--- src/rtl/assert_macros.svh ---
// Assertion macros shared by the receiver modules.
// Each macro samples on clk and is disabled while rst is high.
`ifndef ASSERT_MACROS_SVH
`define ASSERT_MACROS_SVH

// Property must hold at every sampled edge.
`define ASSERT_HOLDS(lbl, prop, msg) \
  lbl: assert property (@(posedge clk) disable iff (rst) (prop)) else $error(msg);

// Condition must never be true at a sampled edge.
`define ASSERT_NEVER(lbl, cond, msg) \
  lbl: assert property (@(posedge clk) disable iff (rst) !(cond)) else $error(msg);

`endif

--- src/rtl/abdr_pkg.sv ---
// Shared constants, codes and the queue entry type of the datagram receiver.
// Used by every module of the receiver; depends on nothing.
package abdr_pkg;

  localparam int MAX_PAYLOAD = 256;
  localparam int DATA_ZERO_LEN = 256;
  localparam int HDR_LEN = 4;
  localparam int POS_W = 9;
  localparam int LEN_W = 9;
  localparam int SUM_W = 16;
  localparam int TOTAL_W = 32;

  localparam int Q_DEPTH = 4;
  localparam int Q_PTR_W = 2;
  localparam int Q_CNT_W = 3;

  localparam logic [SUM_W-1:0] SUM_GOOD = 16'hFFFF;

  localparam logic [7:0] FL_HS_REQ = 8'd2;
  localparam logic [7:0] FL_HS_DONE = 8'd18;
  localparam logic [7:0] FL_CLOSE = 8'd17;
  localparam logic [7:0] FL_DATA_ACK = 8'd16;
  localparam logic [7:0] FL_NAME_OK = 8'd80;
  localparam logic [7:0] FL_NAME_BAD = 8'd208;
  localparam logic [7:0] FL_FIN_LAST = 8'd1;
  localparam logic [7:0] FL_DATA_SEQ0 = 8'd0;
  localparam logic [7:0] FL_DATA_SEQ1 = 8'd128;
  localparam logic [7:0] FL_DONE_MASK = 8'h50;

  localparam int FLAG_FIN_BIT = 0;
  localparam int FLAG_NAME_BIT = 6;
  localparam int FLAG_SEQ_BIT = 7;

  localparam logic [3:0] EV_IGNORED = 4'd0;
  localparam logic [3:0] EV_HS_REQ = 4'd1;
  localparam logic [3:0] EV_HS_DONE = 4'd2;
  localparam logic [3:0] EV_NAME_OK = 4'd3;
  localparam logic [3:0] EV_NAME_BAD = 4'd4;
  localparam logic [3:0] EV_DATA_OK = 4'd5;
  localparam logic [3:0] EV_DATA_NO_TARGET = 4'd6;
  localparam logic [3:0] EV_SEQ_MISMATCH = 4'd7;
  localparam logic [3:0] EV_CSUM_BAD = 4'd8;
  localparam logic [3:0] EV_XFER_DONE = 4'd9;
  localparam logic [3:0] EV_FINISH = 4'd10;
  localparam logic [3:0] EV_CLOSE_OK = 4'd11;

  localparam logic [1:0] PH_OPEN = 2'd0;
  localparam logic [1:0] PH_CLOSING = 2'd1;
  localparam logic [1:0] PH_CLOSED = 2'd2;

  localparam logic KIND_PAYLOAD = 1'b0;
  localparam logic KIND_VERDICT = 1'b1;

  typedef struct packed {
    logic             has_pay;
    logic             has_verd;
    logic [7:0]       data;
    logic [7:0]       flags;
    logic             good;
    logic [LEN_W-1:0] len;
  } abdr_entry_t;

endpackage

--- src/rtl/alternating_bit_datagram_receiver_core.sv ---
// Top level of the alternating-bit datagram receiver.
// Depends on abdr_pkg, abdr_front, abdr_queue and abdr_back.
//
// One datagram byte is accepted per cycle while the four-entry queue between the
// front and back parts has room; first (s_tuser) restarts framing. Each byte
// gives zero, one or two output words: payload bytes give a tentative word
// (m_tuser 0) and the closing byte of a frame also gives the verdict word
// (m_tuser 1). The back part sends one word per cycle from its output register
// while m_tready is high, so a payload byte that closes a frame sends its two
// words one after the other; all other bytes keep up at one per cycle. A word
// is held in a queue slot and then in the output register before it leaves.
module alternating_bit_datagram_receiver_core import abdr_pkg::*; (
  input  logic        clk,
  input  logic        rst,
  input  logic        s_tvalid,
  output logic        s_tready,
  input  logic [7:0]  s_tdata,   // [7:0] data_byte
  input  logic        s_tuser,   // [0] first
  output logic        m_tvalid,
  input  logic        m_tready,
  // [7:0] payload_byte, [8] payload_is_name, [12:9] event_res, [13] accept_payload,
  // [15:14] reply_count, [23:16] reply_flags_first, [31:24] reply_flags_second,
  // [63:32] byte_total
  output logic [63:0] m_tdata,
  output logic        m_tuser    // [0] kind
);

  abdr_entry_t entry;
  abdr_entry_t head;
  logic        push;
  logic        pop;
  logic        empty;
  logic        full;

  abdr_front u_front (
    .clk      (clk),
    .rst      (rst),
    .s_tvalid (s_tvalid),
    .s_tready (s_tready),
    .s_tdata  (s_tdata),
    .s_tuser  (s_tuser),
    .full     (full),
    .push     (push),
    .entry    (entry)
  );

  abdr_queue u_queue (
    .clk   (clk),
    .rst   (rst),
    .push  (push),
    .entry (entry),
    .pop   (pop),
    .head  (head),
    .empty (empty),
    .full  (full)
  );

  abdr_back u_back (
    .clk      (clk),
    .rst      (rst),
    .head     (head),
    .empty    (empty),
    .pop      (pop),
    .m_tvalid (m_tvalid),
    .m_tready (m_tready),
    .m_tdata  (m_tdata),
    .m_tuser  (m_tuser)
  );

endmodule

--- src/rtl/abdr_queue.sv ---
// Short queue of classified bytes between the front and back parts.
// Depends on abdr_pkg and assert_macros.svh.
`include "assert_macros.svh"

module abdr_queue import abdr_pkg::*; (
  input  logic        clk,
  input  logic        rst,
  input  logic        push,
  input  abdr_entry_t entry,
  input  logic        pop,
  output abdr_entry_t head,
  output logic        empty,
  output logic        full
);

  abdr_entry_t        slots [Q_DEPTH];
  logic [Q_PTR_W-1:0] wr_ptr;
  logic [Q_PTR_W-1:0] rd_ptr;
  logic [Q_CNT_W-1:0] count;

  assign head  = slots[rd_ptr];
  assign empty = (count == '0);
  assign full  = (count == Q_CNT_W'(Q_DEPTH));

  always_ff @(posedge clk) begin
    if (rst) begin
      wr_ptr <= '0;
      rd_ptr <= '0;
      count  <= '0;
    end else begin
      if (push) begin
        wr_ptr <= wr_ptr + 1'b1;
      end
      if (pop) begin
        rd_ptr <= rd_ptr + 1'b1;
      end
      if (push && !pop) begin
        count <= count + 1'b1;
      end else if (pop && !push) begin
        count <= count - 1'b1;
      end
    end
  end

  always_ff @(posedge clk) begin
    if (push) begin
      slots[wr_ptr] <= entry;
    end
  end

  `ASSERT_NEVER(a_push_when_full, push && full, "queue written while full")
  `ASSERT_NEVER(a_pop_when_empty, pop && empty, "queue read while empty")
  `ASSERT_HOLDS(a_head_useful, !empty |-> (head.has_pay || head.has_verd), "empty entry queued")

endmodule

--- src/rtl/abdr_front.sv ---
// Front part: accepts datagram bytes, tracks framing and checksum, classifies each byte.
// Depends on abdr_pkg; feeds abdr_queue.
module abdr_front import abdr_pkg::*; (
  input  logic        clk,
  input  logic        rst,
  input  logic        s_tvalid,
  output logic        s_tready,
  input  logic [7:0]  s_tdata,   // [7:0] data_byte
  input  logic        s_tuser,   // [0] first
  input  logic        full,
  output logic        push,
  output abdr_entry_t entry
);

  logic [POS_W-1:0] byte_position;
  logic             in_frame;
  logic [7:0]       header_flags;
  logic [LEN_W-1:0] payload_length;
  logic [SUM_W-1:0] running_sum;

  logic             accept;
  logic             in_fr;
  logic [POS_W-1:0] pos_cur;
  logic [POS_W-1:0] pos_next;
  logic [SUM_W-1:0] sum_cur;
  logic [SUM_W-1:0] addend;
  logic [SUM_W:0]   sum_wide;
  logic [SUM_W-1:0] sum_next;
  logic [7:0]       flags_next;
  logic [LEN_W-1:0] len_raw;
  logic [LEN_W-1:0] len_clamp;
  logic [LEN_W-1:0] len_next;
  logic             frame_end;

  assign s_tready = !full;
  assign accept   = s_tvalid && s_tready;

  always_comb begin
    in_fr      = s_tuser | in_frame;
    pos_cur    = s_tuser ? '0 : byte_position;
    sum_cur    = s_tuser ? '0 : running_sum;
    addend     = (pos_cur == '0) ? {s_tdata, 8'h00} : {8'h00, s_tdata};
    sum_wide   = {1'b0, sum_cur} + {1'b0, addend};
    sum_next   = sum_wide[SUM_W-1:0] + {{(SUM_W-1){1'b0}}, sum_wide[SUM_W]};
    flags_next = (pos_cur == POS_W'(2)) ? s_tdata : header_flags;
    if (s_tdata == 8'd0 && (flags_next == FL_DATA_SEQ0 || flags_next == FL_DATA_SEQ1)) begin
      len_raw = LEN_W'(DATA_ZERO_LEN);
    end else begin
      len_raw = {{(LEN_W-8){1'b0}}, s_tdata};
    end
    len_clamp = (len_raw > LEN_W'(MAX_PAYLOAD)) ? LEN_W'(MAX_PAYLOAD) : len_raw;
    len_next  = (pos_cur == POS_W'(3)) ? len_clamp : payload_length;
    pos_next  = pos_cur + 1'b1;
    frame_end = (pos_next >= POS_W'(HDR_LEN)) &&
                (pos_next == POS_W'(HDR_LEN) + POS_W'(len_next));
    push      = accept && in_fr && ((pos_cur >= POS_W'(HDR_LEN)) || frame_end);

    entry.has_pay  = (pos_cur >= POS_W'(HDR_LEN));
    entry.has_verd = frame_end;
    entry.data     = s_tdata;
    entry.flags    = flags_next;
    entry.good     = (sum_next == SUM_GOOD);
    entry.len      = len_next;
  end

  always_ff @(posedge clk) begin
    if (rst) begin
      byte_position  <= '0;
      in_frame       <= 1'b0;
      header_flags   <= '0;
      payload_length <= '0;
      running_sum    <= '0;
    end else if (accept && in_fr) begin
      byte_position  <= pos_next;
      in_frame       <= !frame_end;
      header_flags   <= flags_next;
      payload_length <= len_next;
      running_sum    <= sum_next;
    end
  end

endmodule

--- src/rtl/abdr_back.sv ---
// Back part: protocol state, verdicts and the output word register.
// Depends on abdr_pkg and assert_macros.svh; drains abdr_queue.
`include "assert_macros.svh"

module abdr_back import abdr_pkg::*; (
  input  logic        clk,
  input  logic        rst,
  input  abdr_entry_t head,
  input  logic        empty,
  output logic        pop,
  output logic        m_tvalid,
  input  logic        m_tready,
  // [7:0] payload_byte, [8] payload_is_name, [12:9] event_res, [13] accept_payload,
  // [15:14] reply_count, [23:16] reply_flags_first, [31:24] reply_flags_second,
  // [63:32] byte_total
  output logic [63:0] m_tdata,
  output logic        m_tuser    // [0] kind
);

  logic               expected_seq;
  logic               name_known;
  logic [TOTAL_W-1:0] accepted_total;
  logic [1:0]         link_phase;
  logic               half;

  logic               expected_seq_next;
  logic               name_known_next;
  logic [TOTAL_W-1:0] accepted_total_next;
  logic [1:0]         link_phase_next;

  logic [3:0]         ev;
  logic               acc;
  logic [1:0]         rc;
  logic [7:0]         r1;
  logic [7:0]         r2;
  logic               seq;
  logic               load;
  logic               emit_pay;

  always_comb begin
    ev                  = EV_IGNORED;
    acc                 = 1'b0;
    rc                  = 2'd0;
    r1                  = 8'd0;
    r2                  = 8'd0;
    seq                 = head.flags[FLAG_SEQ_BIT];
    expected_seq_next   = expected_seq;
    name_known_next     = name_known;
    accepted_total_next = accepted_total;
    link_phase_next     = link_phase;
    case (link_phase)
      PH_OPEN: begin
        if (head.flags == FL_HS_DONE) begin
          ev = EV_HS_DONE;
        end else if (head.flags == FL_HS_REQ) begin
          ev = EV_HS_REQ;
          rc = 2'd1;
          r1 = FL_HS_DONE;
        end else if ((head.flags & FL_DONE_MASK) == FL_DONE_MASK) begin
          ev = EV_XFER_DONE;
        end else if (head.flags[FLAG_NAME_BIT]) begin
          rc = 2'd1;
          if (head.good) begin
            ev                  = EV_NAME_OK;
            acc                 = 1'b1;
            r1                  = FL_NAME_OK;
            name_known_next     = 1'b1;
            accepted_total_next = '0;
          end else begin
            ev = EV_NAME_BAD;
            r1 = FL_NAME_BAD;
          end
        end else if (head.flags[FLAG_FIN_BIT]) begin
          ev              = EV_FINISH;
          rc              = 2'd2;
          r1              = FL_CLOSE;
          r2              = FL_FIN_LAST;
          link_phase_next = PH_CLOSING;
        end else begin
          rc = 2'd1;
          if (seq != expected_seq) begin
            ev = EV_SEQ_MISMATCH;
            r1 = FL_DATA_ACK | {~seq, 7'd0};
          end else if (!head.good) begin
            ev = EV_CSUM_BAD;
            r1 = FL_DATA_ACK | {~seq, 7'd0};
          end else begin
            expected_seq_next   = ~expected_seq;
            accepted_total_next = accepted_total + TOTAL_W'(head.len);
            r1                  = FL_DATA_ACK | {seq, 7'd0};
            if (name_known) begin
              ev  = EV_DATA_OK;
              acc = 1'b1;
            end else begin
              ev = EV_DATA_NO_TARGET;
            end
          end
        end
      end
      PH_CLOSING: begin
        ev              = (head.flags == FL_CLOSE) ? EV_CLOSE_OK : EV_IGNORED;
        link_phase_next = PH_CLOSED;
      end
      default: begin
        ev = EV_IGNORED;
      end
    endcase
  end

  assign load     = !empty && (!m_tvalid || m_tready);
  assign emit_pay = head.has_pay && !half;
  assign pop      = load && !(emit_pay && head.has_verd);

  always_ff @(posedge clk) begin
    if (rst) begin
      m_tvalid       <= 1'b0;
      half           <= 1'b0;
      expected_seq   <= 1'b0;
      name_known     <= 1'b0;
      accepted_total <= '0;
      link_phase     <= PH_OPEN;
    end else if (load) begin
      m_tvalid <= 1'b1;
      if (emit_pay) begin
        half <= head.has_verd;
      end else begin
        half           <= 1'b0;
        expected_seq   <= expected_seq_next;
        name_known     <= name_known_next;
        accepted_total <= accepted_total_next;
        link_phase     <= link_phase_next;
      end
    end else if (m_tready) begin
      m_tvalid <= 1'b0;
    end
  end

  always_ff @(posedge clk) begin
    if (load) begin
      if (emit_pay) begin
        m_tuser <= KIND_PAYLOAD;
        m_tdata <= {accepted_total, 8'd0, 8'd0, 2'd0, 1'b0, EV_IGNORED,
                    head.flags[FLAG_NAME_BIT], head.data};
      end else begin
        m_tuser <= KIND_VERDICT;
        m_tdata <= {accepted_total_next, r2, r1, rc, acc, ev,
                    head.flags[FLAG_NAME_BIT], 8'd0};
      end
    end
  end

  `ASSERT_HOLDS(a_half_pair,
    half |-> (!empty && head.has_pay && head.has_verd),
    "split entry lost")
  `ASSERT_HOLDS(a_commit_event,
    (m_tvalid && m_tdata[13]) |->
      (m_tuser && (m_tdata[12:9] == EV_NAME_OK || m_tdata[12:9] == EV_DATA_OK)),
    "commit on wrong event")
  `ASSERT_HOLDS(a_word_held,
    (m_tvalid && !m_tready) |=> (m_tvalid && $stable(m_tdata) && $stable(m_tuser)),
    "output word changed while stalled")

endmodule

--- config.mk ---
export PLATFORM = sky130hd
export DESIGN_NAME = alternating_bit_datagram_receiver_core
export DESIGN_NICKNAME = d
export VERILOG_FILES = /design/src/rtl/abdr_pkg.sv /design/src/rtl/alternating_bit_datagram_receiver_core.sv /design/src/rtl/abdr_queue.sv /design/src/rtl/abdr_front.sv /design/src/rtl/abdr_back.sv
export VERILOG_INCLUDE_DIRS = /design/src /design/src/rtl
export SDC_FILE = /design/constraint.sdc
export NUM_CORES = 1
export LEC_CHECK = 0
export ABC_AREA = 1
export BUFFER_PORTS_ARGS = -buffer_cell sky130_fd_sc_hd__buf_2
export CAP_MARGIN = 0
export CORE_ASPECT_RATIO = 0.7
export CORE_MARGIN = 2
export CORE_UTILIZATION = 45
export DETAILED_ROUTE_END_ITERATION = 12
export GPL_TIMING_DRIVEN = 0
export PLACE_DENSITY = 0.71
export SYNTH_ARGS = -nofsm -noshare
export SYNTH_HDL_FRONTEND = slang
export SYNTH_SLANG_ARGS = --single-unit
--- constraint.sdc ---
create_clock -name clk -period 5.7 [get_ports clk]
set_input_delay 1.14 -clock clk [delete_from_list [all_inputs] [get_ports clk]]
set_output_delay 1.14 -clock clk [all_outputs]
set_load 0.03 [all_outputs]
==> out/qor.csv, run 1 <==
stage,metric,value,unit
power,ir_drop,0.000254,V
detailed_routing,detail_route.wl_per_cell,18.0,µm
floorplan,die_area,31500,µm²
clock_network,htreeDepth,1,
clock_network,cts_tree,built,
placement,place_ws,-1040,ps
floorplan,start_util,0.454,
placement,dpl.hpwl,28.0,mm
floorplan,rows,53,
detailed_routing,drt_iter0_markers,1314,
worst_setup_path,path_buf_inv,5,
detailed_routing,detail-route-antenna-nets,0,
detailed_routing,drc_errors,0,
yosys,ys_ff_latch,256,
timing,hold_viol_final,0,
global_routing,grt_pass1_wl,59.0,mm
status,run_status,"complete, no violations",
yosys,netlist.area_leader.share,0.368,
yosys,seq_area_frac_synth,0.501,
worst_setup_path,worst_setup_path_end_kind,flip-flop,
timing,clock.fmax,0.185,GHz
timing,min_period_over_period,0.947,
layout,layout-drive-gt1-share,0.132,
detailed_routing,drt_pre_antenna_iters,5,
job,cap_violations,0,
floorplan,coreArea,29800,µm²
timing,rsz0062_at_grt,no,
clock_network,cts_buffers,25,
clock_network,clock_path_buffers,3,
worst_setup_path,max_stage_delay,360,ps
worst_setup_path,cp_top_family,simple AND/OR/NAND/NOR gates,
timing,worst_pin_slew,1010,ps
worst_setup_path,cp_data_arrival_time,5750,ps
timing,worst_slack,303,ps
yosys,netlist.top_cell.by_area,edfxtp_1,
worst_setup_path,cp_common_cell,nand2_1,
worst_setup_path,cp-start-kind,input pin,
detailed_routing,routed_wl,37.9,mm
power,power.density,499,nW/µm²
timing,fin_worst_skew,9.66,ps
timing,tns,0,ps
placement,gp_congestion,0.996,
floorplan,die_h,149,µm
layout,regArea,6790,µm²
placement,dpl.cell_count,2060,
layout,finish.instance_area,15400,µm²
worst_setup_path,path_class,in2reg,
global_routing,track_usage,0.240,
clock_network,clk_pin_slew_worst_paths,70,ps
clock_network,clock_latency,530,ps
yosys,syn_area_per_cell,8.49,µm²
detailed_routing,via_per_inst,5.47,
global_routing,grt_pass1_vias,10400,
layout,fin_cells,2107,
yosys,syn_area,13500,µm²
hold_path,hp-class,reg2reg,
detailed_routing,vias,11500,
yosys,synthCells,1594,
layout,antenna-diode-count,0,
clock_network,root_buffer,clkbuf_16,
worst_setup_path,required,6060,ps
global_routing,grt_antenna_before_repair,0,
clock_network,cts_hold_buf,0,
placement,numPortBuffers,69,
floorplan,die_x,211,µm
layout,synthToLayoutAreaGrowth,13.6,%
placement,placed_area,14500,µm²
floorplan,io_pins,80,
timing,setup_viol,0,
yosys,synthTopCellsByArea,"edfxtp_1, dfxtp_1, nand2_1",
yosys,synthDistinctLibCells,56,
layout,multiInputGateArea,5720,µm²
worst_setup_path,r2r_slack,600,ps
timing,drv_slew,0,
layout,finalNetCount,1756,
timing,min_period,5400,ps
global_routing,grt_max_degree,29,
worst_setup_path,slowest_stage,ha_1,
power,p_leak,6.45,nW
layout,final_util,0.515,
timing,relSlewSlack,0.322,
global_routing,grt_overflow_total,0,
clock_network,cts.sinks,256,
yosys,synth-warning-count,0,
layout,fillers,2777,
worst_setup_path,cp_max_fo,10,
==> power breakdown <==
part,internal [W],switching [W],leakage (nW)
clock,0.000898,0.000702,0.374
sequential,0.00249,0.000162,2.32
combinational,0.000917,0.00251,3.76
==> layout make-up <==
type | instances | area share
Sequential cell | 256 | 0.441
Multi-Input combinational cell | 1051 | 0.372
Inverter | 229 | 0.0561
Clock buffer | 31 | 0.0421
Tap cell | 385 | 0.0313
Timing Repair Buffer | 74 | 0.0273
Buffer | 67 | 0.0220
Clock inverter | 14 | 0.00814
==> logic make-up after synthesis <==
kind of cell | share of synthesized area
other | 0.000277
buffers and inverters | 0.0883
xor gates and xnor gates | 0.0263
adders and majority gates | 0.0377
and+or+nand+nor | 0.197
AOI/OAI and AO/OA | 0.149
DFF | 0.501
==> cell usage after synthesis, drive strengths merged <==
master / n
inv: 229
nand3: 88
fa: 3
a31oi: 4
xnor2: 8
a21o: 3
o211ai: 9
a22o: 1
o21ai: 187
a211oi: 3
a32o: 1
a21oi: 122
nor3: 29
o221ai: 1
clkbuf: 36
conb: 1
nor4: 9
o22ai: 19
o22a: 2
o2bb2ai: 1
ha: 36
dfxtp: 90
nand2: 258
a221oi: 2
nor2: 179
o32ai: 2
xor2: 31
nand4: 20
o31ai: 2
edfxtp: 166
buf: 31
o21bai: 7
a32oi: 3
o21a: 2
or2: 5
nand3b: 3
a21boi: 1
==> worst paths after layout <==
check	from	end	cells after the start
setup / recovery	s_tuser	u_queue.slots[2][9]	33
hold / removal	u_front.running_sum[1]	u_front.running_sum[1]	2
setup reg to reg	flip-flop	u_back.m_tdata[52]	24
hold reg to reg	u_front.running_sum[1]	u_front.running_sum[1]	2
==> timing repair <==
action,4_1_cts,5_1_grt
resized for setup,6,20
buffers inserted,0,2
setup endpoints to repair,5,6
pin swaps,0,3
==> flip-flops by register name (all words and copies together) (netlist names), 2 cells and up, named ones only <==
signal,flops
u_queue.slots,112
u_back.m_tdata,53
u_back.accepted_total,32
u_front.running_sum,16
u_front.byte_position,9
u_front.payload_length,9
u_front.header_flags,8
u_queue.count,3
u_back.link_phase,2
u_queue.rd_ptr,2
u_queue.wr_ptr,2
==> cells in the final DEF, fill, tap and decap left out, types with 28 or more instances in the layout <==
cell      instances
dfxtp_1          90
nand2_1         238
inv_1           211
xor2_1           28
o21ai_1          32
nor2_1          152
buf_2            78
edfxtp_1        166
o21ai_0         152
ha_1             36
a21oi_1         122
nand3_1          83
clkbuf_1         41
==> worst min-delay path: stages (launching register included) <==
cell and delay (ps):
dfxtp_1 290, inv_1 60, a21oi_1 60
==> metrics by stage <==
stage / hold slack (ps) / power (W)
finish: 459 / 0.00768
global route: 482 / 0.00814
CTS: 462 / 0.00765
detailed placement: 454 / 0.00604
global placement: 447 / 0.00596
floorplan: 430 / 0.00501
==> per-layer routing <==
layer / up-vias / share of wire / GRT usage
li1: 5577 / - / -
met1: 5432 / 0.49 / 0.383
met2: 465 / 0.40 / 0.339
met3: 45 / 0.090 / 0.0421
met4: 0 / 0.017 / 0.0430
met5: - / 0 / 0
No activity file was read; power rests on OpenSTA's default activity.
==> run 2: changes to the inputs <==
CELL_PAD_IN_SITES_DETAIL_PLACEMENT = 0   (was default)
CELL_PAD_IN_SITES_GLOBAL_PLACEMENT = 2   (was default)
CORE_UTILIZATION = 34   (was 45)
PLACE_DENSITY = 0.83   (was 0.71)
==> out/qor.csv, run 2 (synthesis results as in run 1) <==
stage,metric,value,unit,change
status,run_status,"complete, no violations",,
power,combPwrFrac,0.443,,-0.003
layout,largestRegisters,"u_queue.slots x112, u_back.m_tdata x53, u_back.accepted_total x32",,
worst_setup_path,max_stage_delay,360,ps,about the same
floorplan,die_area,41500,µm²,+32%
worst_setup_path,required,5990,ps,-70 ps
clock_network,cts_hold_buf,0,,unchanged
detailed_routing,vias,11300,,-1.8%
clock_network,clk_pin_slew_worst_paths,60,ps,about the same
floorplan,coreArea,39500,µm²,+32%
clock_network,root_buffer,clkbuf_16,,
layout,largest_reg_flops,112,,unchanged
worst_setup_path,cp_max_fo,10,,unchanged
detailed_routing,drc_errors,0,,unchanged
timing,relSlewSlack,0.428,,+0.106
global_routing,grt_antenna_before_repair,0,,unchanged
floorplan,start_util,0.343,,-0.111
placement,dpl.hpwl,30.5,mm,+8.9%
detailed_routing,via_per_inst,5.00,,-8.5%
clock_network,clock_path_buffers,3,,unchanged
clock_network,clock_latency,560,ps,+30 ps
global_routing,grt_overflow_total,0,,unchanged
worst_setup_path,path_class,in2reg,,
floorplan,die_h,171,µm,+15%
timing,fin_worst_skew,25.1,ps,+15.4 ps
timing,min_period_over_period,0.931,,-0.0160
timing,whs,469,ps,+9.92 ps
layout,fillers,3991,,+44%
floorplan,io_pins,80,,unchanged
placement,gp_congestion,0.944,,-5.2%
worst_setup_path,slowest_stage,ha_1,,
placement,place_ws,-1310,ps,-278 ps
placement,numPortBuffers,69,,unchanged
layout,finalNetCount,1758,,+0.11%
detailed_routing,detail_route.wl_per_cell,18.1,µm,+0.74%
layout,layout_commonest_cell,nand2_1,,
layout,layout-drive-gt1-share,0.132,,-0.000306
timing,clock.fmax,0.188,GHz,+1.7%
timing,min_period,5310,ps,-91.0 ps
worst_setup_path,cp_data_arrival_time,5590,ps,-160 ps
timing,setup_viol,0,,unchanged
worst_setup_path,cp_common_cell,nand2_1,,
layout,antenna-diode-count,0,,unchanged
layout,top_register,u_queue.slots,,
clock_network,cts_buffers,26,,+4.0%
layout,synthToLayoutAreaGrowth,15.7,%,
detailed_routing,drt_pre_antenna_iters,5,,unchanged
global_routing,grt_max_degree,30,,+3.4%
timing,worst_slack,394,ps,+91.0 ps
power,p_leak,6.49,nW,+0.58%
power,power.density,499,nW/µm²,about the same
worst_setup_path,cp-start-kind,input pin,,
power,clock_power_share,0.218,,+0.010
worst_setup_path,worst_setup_path_end_kind,flip-flop,,
power,p_sw_frac,0.443,,+0.00376
floorplan,rows,61,,+15%
global_routing,grt_pass1_vias,10500,,+1.2%
global_routing,grt_pass1_wl,63.1,mm,+7.0%
detailed_routing,routed_wl,41.0,mm,+8.1%
placement,dpl.cell_count,2213,,+7.4%
power,pwr-share-seq,0.339,,-0.006
clock_network,cts_tree,built,,
detailed_routing,drt_iter0_markers,1138,,-13%
power,ir_drop,0.000229,V,-9.7%
layout,final_cell_mix,"nand2_1, inv_1, edfxtp_1",,
global_routing,track_usage,0.197,,-0.0425
power,p_int,0.00435,W,+1.1%
power,switchingPower,0.00346,W,+2.6%
timing,hold_viol_final,0,,unchanged
floorplan,die_x,243,µm,+15%
timing,worst_pin_slew,858,ps,-156 ps
detailed_routing,detail-route-antenna-nets,0,,unchanged
layout,fin_cells,2261,,+7.3%
job,cap_violations,0,,unchanged
layout,final_util,0.397,,-0.118
clock_network,cts.sinks,256,,unchanged
clock_network,htreeDepth,1,,unchanged
hold_path,hp-class,reg2reg,,
timing,drv_slew,0,,unchanged
==> run 2: cell count changes in the layout (fill, tap and decap cells not counted), moves of 2 or more <==
cell	delta
nor2_2	-4
nor2_1	+2
clkbuf_8	+4
clkinv_2	-3
buf_12	+3
nor2_4	+2
==> run 2: routing by layer <==
layer	wire (µm)	GRT usage
met1	21900	0.323
met2	15500	0.266
met3	3130	0.0361
met4	512	0.0282
met5	0	0
==> run 2: layout make-up <==
cell class,instances,area [µm²],area share
Tap cell,535,669,0.0427
Multi-Input combinational cell,1051,5690,0.364
Inverter,229,865,0.0552
Clock inverter,11,104,0.00663
Timing Repair Buffer,76,473,0.0302
Buffer,66,338,0.0216
Clock buffer,37,732,0.0467
Sequential cell,256,6790,0.433
==> run 2: final timing paths <==
kind                          startpoint                endpoint  slack, ps  cells after the start
setup / recovery                 s_tuser     u_queue.slots[1][9]        390                     28
hold / removal    u_front.running_sum[0]  u_front.running_sum[0]        470                      2
setup reg to reg               flip-flop      u_back.m_tdata[52]        620                     23
hold reg to reg   u_front.running_sum[0]  u_front.running_sum[0]        470                      2
==> run 2: critical path: cells and delay by family <==
family	cells	cell delay, ps
and+or+nand+nor	17	2370
adders and majority gates	3	770
AOI/OAI and AO/OA	3	590
buffers and inverters	4	450
xor gates and xnor gates	1	270
==> run 2: per-stage QoR <==
stage | setup TNS (ps) | area [µm²] | power [W]
global route | -0.572 | 15700 | 0.00832
floorplan | 0 | 13600 | 0.00501
finish | 0 | 15700 | 0.00781
CTS | 0 | 15600 | 0.00783
detailed placement | -11450 | 14800 | 0.00611
global placement | -257150 | 14600 | 0.00606
==> run 2: power groups by stage <==
stage	Sequential, W	Clock, W	Combinational [W]
floorplan	0.00311	0	0.00191
global placement	0.00272	0	0.00334
detailed placement	0.00269	0	0.00342
CTS	0.00265	0.00174	0.00344
global route	0.00270	0.00181	0.00382
finish	0.00265	0.00170	0.00346
==> run 2: repair_timing <==
item                       4_1_cts  5_1_grt
gates resized for setup          7       16
buffers inserted                 1        0
gates cloned                     0        0
setup endpoints to repair        9       11
pin swaps                        1        1
